===== src/swpc_pkg.sv =====
// ----------------------------------------------------------------------------
// swpc_pkg
// Shared types, constants and the coil phase decoder for the filter wheel
// stepper position controller.
// ----------------------------------------------------------------------------
package swpc_pkg;

  localparam int unsigned POS_W     = 4;
  localparam int unsigned SPP_W     = 12;
  localparam int unsigned HLIM_W    = 13;
  localparam int unsigned STEPS_W   = 14;
  localparam int unsigned DUTY_W    = 14;
  localparam int unsigned CUR_W     = 16;
  localparam int unsigned KIND_W    = 3;
  localparam int unsigned STATUS_W  = 3;
  localparam int unsigned PHASE_W   = 3;
  localparam int unsigned COILS_W   = 4;
  localparam int unsigned CFG_IDX_W = 1;
  localparam int unsigned CFG_W     = 13;

  localparam int unsigned WHEEL_POSITIONS_DEF = 9;
  localparam int unsigned DUTY_FULL_SCALE_DEF = 8499;

  localparam logic [SPP_W-1:0]  SPP_RST  = SPP_W'(455);
  localparam logic [HLIM_W-1:0] HLIM_RST = HLIM_W'(4096);

  // 80 mA in 1/256 mA units
  localparam int unsigned CUR_MAX   = 20480;
  localparam int unsigned CUR_MAX_W = 15;
  localparam int unsigned DUTY_FRAC = 29;
  localparam int unsigned RECIP_W   = 31;

  typedef enum logic [KIND_W-1:0] {
    KIND_TICK    = 3'd0,
    KIND_GOTO    = 3'd1,
    KIND_HOME    = 3'd2,
    KIND_LED_ON  = 3'd3,
    KIND_LED_OFF = 3'd4
  } kind_e;

  typedef enum logic [STATUS_W-1:0] {
    STATUS_NONE     = 3'd0,
    STATUS_DONE     = 3'd1,
    STATUS_TIMEOUT  = 3'd2,
    STATUS_BUSY     = 3'd3,
    STATUS_LID_OPEN = 3'd4
  } status_e;

  typedef enum logic [1:0] {
    MODE_IDLE      = 2'd0,
    MODE_HOME      = 2'd1,
    MODE_HOME_GOTO = 2'd2,
    MODE_MOVE      = 2'd3
  } mode_e;

  typedef enum logic [CFG_IDX_W-1:0] {
    CFG_STEPS_PER_POS = 1'd0,
    CFG_HOME_LIMIT    = 1'd1
  } cfg_idx_e;

  function automatic logic [COILS_W-1:0] coil_pattern(logic [PHASE_W-1:0] ph);
    logic [COILS_W-1:0] pat;
    unique case (ph)
      3'd0:    pat = 4'h1;
      3'd1:    pat = 4'h5;
      3'd2:    pat = 4'h4;
      3'd3:    pat = 4'h6;
      3'd4:    pat = 4'h2;
      3'd5:    pat = 4'hA;
      3'd6:    pat = 4'h8;
      default: pat = 4'h9;
    endcase
    return pat;
  endfunction

endpackage


===== src/stepper_wheel_position_controller.sv =====
// ----------------------------------------------------------------------------
// stepper_wheel_position_controller
// Filter wheel indexer: homing search, shortest-way goto, half-step coil
// phase generator and lid-interlocked LED current setting.
// ----------------------------------------------------------------------------
//   channel  | direction | handshake            | payload
//   ---------+-----------+----------------------+-------------------------------
//   in       | sink      | in_valid_i/in_ready_o | kind, target, sensor, lid, current
//   out      | source    | out_valid_o/out_ready_i | coils .. duty
//   cfg      | sink      | cfg_we_i              | cfg_idx_i, cfg_wdata_i
//
// Each transaction updates the state registers and the result register on
// the accepting edge; a new transaction is taken every cycle unless the
// result register is held. The result register is the only stall point;
// while it is held, in_ready_o drops. Reset initialises all state, no warm-up.
// ----------------------------------------------------------------------------
module stepper_wheel_position_controller import swpc_pkg::*; #(
  parameter int unsigned WHEEL_POSITIONS = WHEEL_POSITIONS_DEF,
  parameter int unsigned DUTY_FULL_SCALE = DUTY_FULL_SCALE_DEF
) (
  input  logic                 clk_i,
  input  logic                 rst_ni,
  input  logic                 cfg_we_i,
  input  logic [CFG_IDX_W-1:0] cfg_idx_i,
  input  logic [CFG_W-1:0]     cfg_wdata_i,
  input  logic                 in_valid_i,
  output logic                 in_ready_o,
  input  logic [KIND_W-1:0]    kind_i,
  input  logic [POS_W-1:0]     target_i,
  input  logic                 home_sensor_i,
  input  logic                 lid_closed_i,
  input  logic [CUR_W-1:0]     current_i,
  output logic                 out_valid_o,
  input  logic                 out_ready_i,
  output logic [COILS_W-1:0]   coils_o,
  output logic [POS_W-1:0]     position_o,
  output logic                 homed_o,
  output logic                 moving_o,
  output logic [STATUS_W-1:0]  status_o,
  output logic                 led_enable_o,
  output logic [2:0]           led_channel_o,
  output logic [DUTY_W-1:0]    duty_o
);

  localparam logic [POS_W-1:0] BlankPos = POS_W'(WHEEL_POSITIONS - 1);
  localparam logic [POS_W:0]   NumPos   = (POS_W+1)'(WHEEL_POSITIONS);
  localparam logic [POS_W-1:0] HalfRing = POS_W'((WHEEL_POSITIONS - 1) / 2);
  localparam longint unsigned  DutyRecipL =
    ((longint'(DUTY_FULL_SCALE) << DUTY_FRAC) + longint'(CUR_MAX) - 1) / longint'(CUR_MAX);
  localparam logic [RECIP_W-1:0] DutyRecip = RECIP_W'(DutyRecipL);

  logic [SPP_W-1:0]   spp_q;
  logic [HLIM_W-1:0]  hlim_q;
  logic [POS_W-1:0]   wp_q, wp_d;
  logic               homed_q, homed_d;
  mode_e              mode_q, mode_d;
  logic [PHASE_W-1:0] phase_q, phase_d;
  logic [STEPS_W-1:0] steps_q, steps_d;
  logic               dir_q, dir_d;
  logic [POS_W-1:0]   pend_q, pend_d;
  logic [HLIM_W-1:0]  hst_q, hst_d;
  logic               led_q, led_d;
  logic [DUTY_W-1:0]  duty_q, duty_d;
  logic               out_valid_q;
  logic [COILS_W-1:0] coils_q, coils_d;
  status_e            status_q, status_d;

  logic                accept;
  logic [POS_W-1:0]    tgt_sat;
  logic [POS_W-1:0]    plan_tgt, plan_wp;
  logic [POS_W:0]      ring_sum, ring_diff;
  logic [POS_W-1:0]    diff, span;
  logic                plan_dir;
  logic [POS_W+SPP_W-1:0] plan_prod;
  logic [STEPS_W-1:0]  plan_steps;
  logic                plan_zero;
  logic                homing, home_timeout;
  logic [STEPS_W-1:0]  move_left;
  logic                move_last;
  logic                stepping;
  logic [CUR_MAX_W-1:0] cur_clamp;
  logic [CUR_MAX_W+RECIP_W-1:0] duty_prod;
  logic [DUTY_W-1:0]   duty_calc;

  assign accept     = in_valid_i && in_ready_o;
  assign in_ready_o = !out_valid_q || out_ready_i;

  assign tgt_sat = ({1'b0, target_i} >= NumPos) ? BlankPos : target_i;

  // shortest way around the ring
  assign plan_tgt  = (mode_q == MODE_HOME_GOTO) ? pend_q : tgt_sat;
  assign plan_wp   = (mode_q == MODE_HOME_GOTO) ? BlankPos : wp_q;
  assign ring_sum  = {1'b0, plan_tgt} + NumPos - {1'b0, plan_wp};
  assign ring_diff = (ring_sum >= NumPos) ? ring_sum - NumPos : ring_sum;
  assign diff      = ring_diff[POS_W-1:0];
  assign plan_dir  = diff > HalfRing;
  assign span      = plan_dir ? POS_W'(NumPos - {1'b0, diff}) : diff;
  assign plan_prod = {{SPP_W{1'b0}}, span} * {{POS_W{1'b0}}, spp_q};
  assign plan_steps = plan_prod[STEPS_W-1:0];
  assign plan_zero  = plan_steps == '0;

  assign homing       = (mode_q == MODE_HOME) || (mode_q == MODE_HOME_GOTO);
  assign home_timeout = hst_q >= hlim_q;
  assign move_left    = (steps_q != '0) ? steps_q - STEPS_W'(1) : '0;
  assign move_last    = move_left == '0;

  assign cur_clamp = (current_i > CUR_W'(CUR_MAX)) ? CUR_MAX_W'(CUR_MAX)
                                                    : current_i[CUR_MAX_W-1:0];
  assign duty_prod = {{RECIP_W{1'b0}}, cur_clamp} * {{CUR_MAX_W{1'b0}}, DutyRecip};
  assign duty_calc = duty_prod[DUTY_FRAC +: DUTY_W];

  // next state
  always_comb begin
    wp_d    = wp_q;
    homed_d = homed_q;
    mode_d  = mode_q;
    phase_d = phase_q;
    steps_d = steps_q;
    dir_d   = dir_q;
    pend_d  = pend_q;
    hst_d   = hst_q;
    led_d   = led_q;
    duty_d  = duty_q;
    unique case (kind_i)
      KIND_TICK: begin
        unique case (mode_q)
          MODE_HOME, MODE_HOME_GOTO: begin
            if (home_timeout) begin
              mode_d = MODE_IDLE;
            end else if (home_sensor_i) begin
              wp_d    = BlankPos;
              homed_d = 1'b1;
              if (mode_q == MODE_HOME) begin
                mode_d = MODE_IDLE;
              end else begin
                dir_d   = plan_dir;
                steps_d = plan_steps;
                if (plan_zero) begin
                  wp_d   = plan_tgt;
                  mode_d = MODE_IDLE;
                end else begin
                  mode_d = MODE_MOVE;
                end
              end
            end else begin
              phase_d = phase_q + PHASE_W'(1);
              hst_d   = hst_q + HLIM_W'(1);
            end
          end
          MODE_MOVE: begin
            phase_d = dir_q ? phase_q - PHASE_W'(1) : phase_q + PHASE_W'(1);
            steps_d = move_left;
            if (move_last) begin
              wp_d   = pend_q;
              mode_d = MODE_IDLE;
            end
          end
          default: begin
          end
        endcase
      end
      KIND_GOTO, KIND_HOME: begin
        if (mode_q == MODE_IDLE) begin
          if (kind_i == KIND_HOME) begin
            mode_d = MODE_HOME;
            hst_d  = '0;
          end else begin
            pend_d = tgt_sat;
            if (!homed_q) begin
              mode_d = MODE_HOME_GOTO;
              hst_d  = '0;
            end else begin
              dir_d   = plan_dir;
              steps_d = plan_steps;
              if (plan_zero) begin
                wp_d = plan_tgt;
              end else begin
                mode_d = MODE_MOVE;
              end
            end
          end
        end
      end
      KIND_LED_ON: begin
        if (lid_closed_i) begin
          duty_d = duty_calc;
          led_d  = 1'b1;
        end
      end
      KIND_LED_OFF: begin
        led_d  = 1'b0;
        duty_d = '0;
      end
      default: begin
      end
    endcase
  end

  // result
  assign stepping = (kind_i == KIND_TICK) &&
                    ((homing && !home_timeout && !home_sensor_i) || (mode_q == MODE_MOVE));

  always_comb begin
    coils_d  = stepping ? coil_pattern(phase_d) : '0;
    status_d = STATUS_NONE;
    unique case (kind_i)
      KIND_TICK: begin
        if (homing) begin
          if (home_timeout) begin
            status_d = STATUS_TIMEOUT;
          end else if (home_sensor_i && ((mode_q == MODE_HOME) || plan_zero)) begin
            status_d = STATUS_DONE;
          end
        end else if (mode_q == MODE_MOVE && move_last) begin
          status_d = STATUS_DONE;
        end
      end
      KIND_GOTO, KIND_HOME: begin
        if (mode_q != MODE_IDLE) begin
          status_d = STATUS_BUSY;
        end else if (kind_i == KIND_GOTO && homed_q && plan_zero) begin
          status_d = STATUS_DONE;
        end
      end
      KIND_LED_ON: begin
        if (!lid_closed_i) begin
          status_d = STATUS_LID_OPEN;
        end
      end
      default: begin
      end
    endcase
  end

  always_ff @(posedge clk_i or negedge rst_ni) begin
    if (!rst_ni) begin
      spp_q  <= SPP_RST;
      hlim_q <= HLIM_RST;
    end else if (cfg_we_i) begin
      unique case (cfg_idx_i)
        CFG_STEPS_PER_POS: spp_q  <= cfg_wdata_i[SPP_W-1:0];
        default:           hlim_q <= cfg_wdata_i[HLIM_W-1:0];
      endcase
    end
  end

  always_ff @(posedge clk_i or negedge rst_ni) begin
    if (!rst_ni) begin
      wp_q        <= BlankPos;
      homed_q     <= 1'b0;
      mode_q      <= MODE_IDLE;
      phase_q     <= '0;
      steps_q     <= '0;
      dir_q       <= 1'b0;
      pend_q      <= BlankPos;
      hst_q       <= '0;
      led_q       <= 1'b0;
      duty_q      <= '0;
      out_valid_q <= 1'b0;
      coils_q     <= '0;
      status_q    <= STATUS_NONE;
    end else begin
      if (accept) begin
        wp_q     <= wp_d;
        homed_q  <= homed_d;
        mode_q   <= mode_d;
        phase_q  <= phase_d;
        steps_q  <= steps_d;
        dir_q    <= dir_d;
        pend_q   <= pend_d;
        hst_q    <= hst_d;
        led_q    <= led_d;
        duty_q   <= duty_d;
        coils_q  <= coils_d;
        status_q <= status_d;
      end
      if (accept) begin
        out_valid_q <= 1'b1;
      end else if (out_ready_i) begin
        out_valid_q <= 1'b0;
      end
    end
  end

  assign out_valid_o   = out_valid_q;
  assign coils_o       = coils_q;
  assign position_o    = wp_q;
  assign homed_o       = homed_q;
  assign moving_o      = mode_q != MODE_IDLE;
  assign status_o      = status_q;
  assign led_enable_o  = led_q;
  assign led_channel_o = wp_q[2:0];
  assign duty_o        = duty_q;

endmodule


===== config.mk =====
export PLATFORM = sky130hd
export DESIGN_NAME = stepper_wheel_position_controller
export DESIGN_NICKNAME = d
export VERILOG_FILES = /design/src/swpc_pkg.sv /design/src/stepper_wheel_position_controller.sv
export SDC_FILE = /design/constraint.sdc
export NUM_CORES = 1
export LEC_CHECK = 0
export BUFFER_PORTS_ARGS = -buffer_cell sky130_fd_sc_hd__buf_2
export CORE_MARGIN = 3
export CORE_UTILIZATION = 40
export CTS_CLUSTER_SIZE = 28
export DETAILED_ROUTE_END_ITERATION = 8
export PLACE_DENSITY_LB_ADDON = 0.08
export SYNTH_ARGS = -nofsm -noshare
export SYNTH_HDL_FRONTEND = slang
export SYNTH_SLANG_ARGS = --single-unit

===== constraint.sdc =====
create_clock -name clk_i -period 22.2 [get_ports clk_i]
set_input_delay 4.44 -clock clk_i [delete_from_list [all_inputs] [get_ports clk_i]]
set_output_delay 4.44 -clock clk_i [all_outputs]
set_load 0.02 [all_outputs]

### After elaboration in Yosys (flattened, before gate mapping)

Cells that the tools add are included.
W data, S select, Z words.

| word-level totals | value |
|---|---|
| register bits after elaboration | 90 |
| input port bits | 44 |
| word-level logic and storage cells | 174 |

| operators by class | value |
|---|---|
| add/subtract/negate cells | 8 |
| multipliers | 2 |
| order comparisons | 5 |
| equal/unequal tests | 31 |
| mux-type cells | 73 |
| bitwise gates (word level) | 3 |
| reduce and logical (&&, ||, !) cells | 37 |

Operators with widths:

| operator | count |
|---|---|
| $mux W14 | 8 |
| $pmux W14 S2 | 3 |
| $mux W13 | 6 |
| $mux W4 | 15 |
| $mul A15 B27 Y42 const B | 1 |
| $logic_not A14 Y1 | 2 |
| $pmux W4 S7 | 1 |
| $pmux W13 S2 | 1 |
| $mux W2 | 11 |
| $mux W3 | 6 |
| $ne A2 B2 Y1 const B | 9 |
| $reduce_and A9 Y1 | 2 |
| $gt A16 B15 Y1 const B | 1 |
| $pmux W4 S2 | 2 |
| $mux W15 | 1 |
| $ne A3 B3 Y1 const B | 5 |
| $mul A4 B12 Y14 | 1 |
| $reduce_and A7 Y1 | 2 |
| $reduce_bool A14 Y1 | 1 |
| $sub A14 B1 Y14 const B | 1 |
| $add A13 B1 Y13 const B | 1 |
| $ge A13 B13 Y1 | 1 |
| $mux W1 | 13 |
| $eq A3 B2 Y1 const B | 4 |
| other kinds (33) | 61 |

### Logic depth before layout (Yosys ltp)

| logic depth | value |
|---|---|
| depth after elaboration | 17 |
| gate-level depth with buffers | 34 |
| depth with buffers taken out | 32 |

### Least setup slack after synthesis

Ideal clock, no wire load.

| timing | value |
|---|---|
| path kind | input -> register |
| from | input port target_i[3] |
| to | register wp_q[0] (netlist: position_o[0]) |
| library setup time | 0.125 ns |
| arrival | 11.970 ns |
| required time | 22.075 ns |
| path slack | 10.105 ns |
| cell stages on the path | 31 |
| cell sequence | nand2b_1 -> nor2_1 -> a21oi_1 -> ha_1 -> inv_1 -> ha_1 -> fa_1 -> nor4_1 -> o21ai_1 -> mux2i_4 -> mux2i_1 -> clkbuf_1 -> ha_1 -> a21oi_1 -> a21oi_1 -> clkbuf_1 -> and2_1 -> fa_1 -> inv_1 -> fa_1 -> inv_1 -> ha_1 -> nor2b_1 -> o31a_1 -> o211ai_1 -> mux2_2 -> a2111oi_0 -> and2_2 -> nand4_4 -> a2111oi_4 -> mux2_2 |

| between the ends | value |
|---|---|
| cells in the longest elaborated chain, start to end | 17 |
| elaborated cells on any way between the ends | 25 |

RTL lines:

| element | RTL line | RTL |
|---|---|---|
| from (decl) | stepper_wheel_position_controller.sv:29 | `input logic [POS_W-1:0] target_i,` |
| $ge A4 B4 Y1 | stepper_wheel_position_controller.sv:88 | `assign tgt_sat = ({1'b0, target_i} >= NumPos) ? BlankPos : target_i;` |
| $mux W4 (*) | stepper_wheel_position_controller.sv:88 |  |
| $mux W4 (*) | stepper_wheel_position_controller.sv:91 | `assign plan_tgt = (mode_q == MODE_HOME_GOTO) ? pend_q : tgt_sat;` |
| $add A4 B4 Y5 | stepper_wheel_position_controller.sv:93 | `assign ring_sum = {1'b0, plan_tgt} + NumPos - {1'b0, plan_wp};` |
| $sub A5 B4 Y5 | stepper_wheel_position_controller.sv:93 |  |
| $sub A4 B4 Y4 / $ge A5 B4 Y1 (equally long branches) | stepper_wheel_position_controller.sv:94 | `assign ring_diff = (ring_sum >= NumPos) ? ring_sum - NumPos : ring_sum;` |
| $mux W4 | stepper_wheel_position_controller.sv:94 |  |
| $sub A4 B4 Y4 / $gt A4 B3 Y1 (equally long branches) | stepper_wheel_position_controller.sv:97, stepper_wheel_position_controller.sv:96 |  |
| $mux W4 | stepper_wheel_position_controller.sv:97 | `assign span = plan_dir ? POS_W'(NumPos - {1'b0, diff}) : diff;` |
| $mul A4 B12 Y14 | stepper_wheel_position_controller.sv:98 | `assign plan_prod = {{SPP_W{1'b0}}, span} * {{POS_W{1'b0}}, spp_q};` |
| $logic_not A14 Y1 | stepper_wheel_position_controller.sv:100 | `assign plan_zero = plan_steps == '0;` |
| $mux W4 | stepper_wheel_position_controller.sv:138 | `if (plan_zero) begin` |
| $mux W4 | stepper_wheel_position_controller.sv:133 | `if (mode_q == MODE_HOME) begin` |
| $mux W4 | stepper_wheel_position_controller.sv:130 | `end else if (home_sensor_i) begin` |
| $mux W4 | stepper_wheel_position_controller.sv:128 | `if (home_timeout) begin` |
| $pmux W4 S2 | stepper_wheel_position_controller.sv:126 | `unique case (mode_q)` |
| $pmux W4 S2 | stepper_wheel_position_controller.sv:124 | `unique case (kind_i)` |
| to (signal assigned) | stepper_wheel_position_controller.sv:249 | `wp_q <= BlankPos;` |
| to (signal assigned) | stepper_wheel_position_controller.sv:264 | `wp_q <= wp_d;` |
| to (decl) | stepper_wheel_position_controller.sv:54 | `logic [POS_W-1:0] wp_q, wp_d;` |

Mark *: on every way between the ends. The rest lies on a longest branch, timed or not. The select of a mux whose other input is x is not followed.
A chain may end at the register's enable or synchronous reset.

### Final worst setup path

| timing | value |
|---|---|
| from | input port target_i[3] |
| to | register wp_q[1] (netlist: position_o[1]) |

The elaborated chain is that of the path after synthesis.

==> run metrics <==
post-synth net total=1739; post-CTS resize count=0; DRC=0; Slew HR=33.4%; yosys warns=0; clock latency on the worst-skew pair=0.37 ns; gr ovfl total=0; Std-Cell Rows=64; final hold vios=0; Post-Syn Area per Cell=between 9 and 10 sq um; starting DRC count in detailed routing=370; Hold Crit Class=flip-flop to flip-flop; port bufs=76; worst slew pin tran=0.996 ns; crit path max fanout=13; Seq/Total Area, Yosys=17.7%; Worst setup startpoint=target_i[3]; clock-pin slew on the worst setup and hold paths=0.08 ns; Setup-failing EPs final=0; minimum clock period after layout=12.62 ns; final design instance area without fill=0.0139 sq mm; most instantiated library cell after synthesis=inv_1; final WL=32200 um; Setup TNS=0 ns; initial antenna violation count=0; Final Skew=0.0156 ns; Crit path largest cell delay=0.68 ns; Top-Level Pins=77; routed vias=9639; reg-to-reg startpoint=mode_q[0]; TritonCTS clock tree=done; cell area after synthesis=~0.013 sq mm; CTS Buf Count=9; Detailed Place HPWL=27300 um; total die area=0.0342 sq mm; Yosys reg bits=90; Yosys top cell area share=22.8%; Yosys cell types=79; Clock Sinks=90; Post-DP Area=0.0136 sq mm; min-delay src=duty_o[8]; Cells after Synth=1344; pre-CTS setup slack=9.18 ns; CTS Root Cell=clkbuf_16; post-DR wirelength/cell=17.8 um; synth top area cells=fa_1 23%, ha_1 20%, dfrtp_1 16%, inv_1 6.6%, o21ai_0 3.0%; CP Data Required Time=22.44 ns; first-pass GRT wire length=approximately 53000 um; Layout Nets=roughly 1800; die height=about 180 um; Post-CTS Setup Repair Bufs=0; WP data arrival=12.87 ns; EDFF count, synth=0; most frequent CP cell=ha_1; final setup margin=9.58 ns; Top FF cell, synth=dfrtp_1; post-synthesis async set-or-reset flop share=100%; status=complete, no violations; synth cell count leaders=226 x inv_1, 205 x ha_1, 146 x fa_1; # diodes=0; total track usage=between 10% and 20%; unrepaired setup endpoints after global routing=false; largest net degree at the start of global routing=52; core area=around 0.031 sq mm; drt pass-1 iters=5; period utilisation layout=56.9%; Crit. End Element=flip-flop; Die W=185 um; max-cap violations=0; largest area contributor in the netlist=fa_1; Routed Antenna Nets=0; CTS Hold Bufs=0; Setup CP Type=input port to flip-flop; vias in the first global route=between 10000 and 15000; Initial Utilization=41.2%; CTS H-tree depth=3; vias per inst=~5.3; Final Max Slew Viols=0; Bufs on Longest Clock Path=2; layout cells sized above 1=11.8%; routability cong.=0.846; f_max=79.2 MHz; crit start category=input port; synth-to-layout area growth=8.52%; slowest CP cell=a2111oi_0
==> metrics by stage <==
step           utilization (%)  cells  hold WS, ns
2_1_floorplan                -   1344        0.472
3_3_place_gp              43.7   1792        0.450
3_5_place_dp              43.7   1792        0.464
4_1_cts                   44.7   1808        0.483
5_1_grt                   44.7   1808        0.506
6_report                  44.7   1808        0.478
==> cells by family after synthesis <==
logic type | Yosys count | synth area share [%]
fa+ha+maj | 351 | 42.8
simple gates | 332 | 13.5
buf+inv | 254 | 7.69
compound gates | 243 | 12.3
flops | 90 | 17.7
mux | 42 | 3.69
xor+xnor | 32 | 2.36
==> cell type report <==
| class | count | area (sq um) |
|---|---|---|
| clock buffer | 9 | 225 |
| sequential | 90 | 2260 |
| fill | 3132 | 17200 |
| tap | 396 | 495 |
| multi-input combinational | 1000 | 9560 |
| clock inverter | 7 | 93.8 |
| inverter | 226 | 848 |
| timing repair buffer | 80 | 413 |
==> final timing paths <==
check / to / slack (ns) / cells past startpoint
worst max-delay path: position_o[1] / 9.58 / 31
worst min-delay path: duty_o[8] / 0.48 / 2
worst max register to register: position_o[1] / 12.90 / 31
worst min register to register: duty_o[8] / 0.48 / 2
max in group asynchronous: dir_q / 17.06 / 2
min in group asynchronous: hlim_q[5] / 4.05 / 1
==> cells in the final DEF, fill, tap and decap left out, types with 16 or more instances in the layout <==
cell type	synthesis	routed
ha_1	205	205
inv_1	226	226
xnor2_1	17	17
a21oi_1	51	51
nand2_1	91	91
nand3_1	23	23
nor2_1	49	49
nand2b_1	16	16
a31oi_1	16	16
nor3_1	21	21
fa_1	146	146
dfrtp_1	81	81
o21ai_0	76	76
nor2b_1	22	22
buf_2	0	75
nand4_1	18	18
mux2_2	32	32
and2_1	37	37
==> registers in the layout, summed over array words and instances, names as in the netlist <==
signal	cells
led_enable_o	1
mode_q	2
coils_o	4
homed_o	1
position_o	4
pend_q	4
steps_q	14
phase_q	3
dir_q	1
status_o	3
hst_q	13
duty_o	14
hlim_q	13
out_valid_o	1
spp_q	12
==> metal layers <==
metal / up-vias / track usage, % / share of wire [%]
met4: 0 / 5.04 / 1.9
met2: 139 / 34.9 / 50
li1: 4674 / - / -
met3: 35 / 2.04 / 2.5
met1: 4791 / 25.6 / 45
met5: - / 0 / 0
==> worst max-delay path, delay by kind of cell <==
kind,cells,cell delay (ns)
AOI/OAI and AO/OA,8,2.41
buffers and inverters,5,0.46
muxes,4,1.28
and+or+nand+nor,7,1.52
adders and majority gates,7,2.75
Power is not shown: default switching activity piles up to over one toggle a cycle in this logic, so the estimate is an artifact.
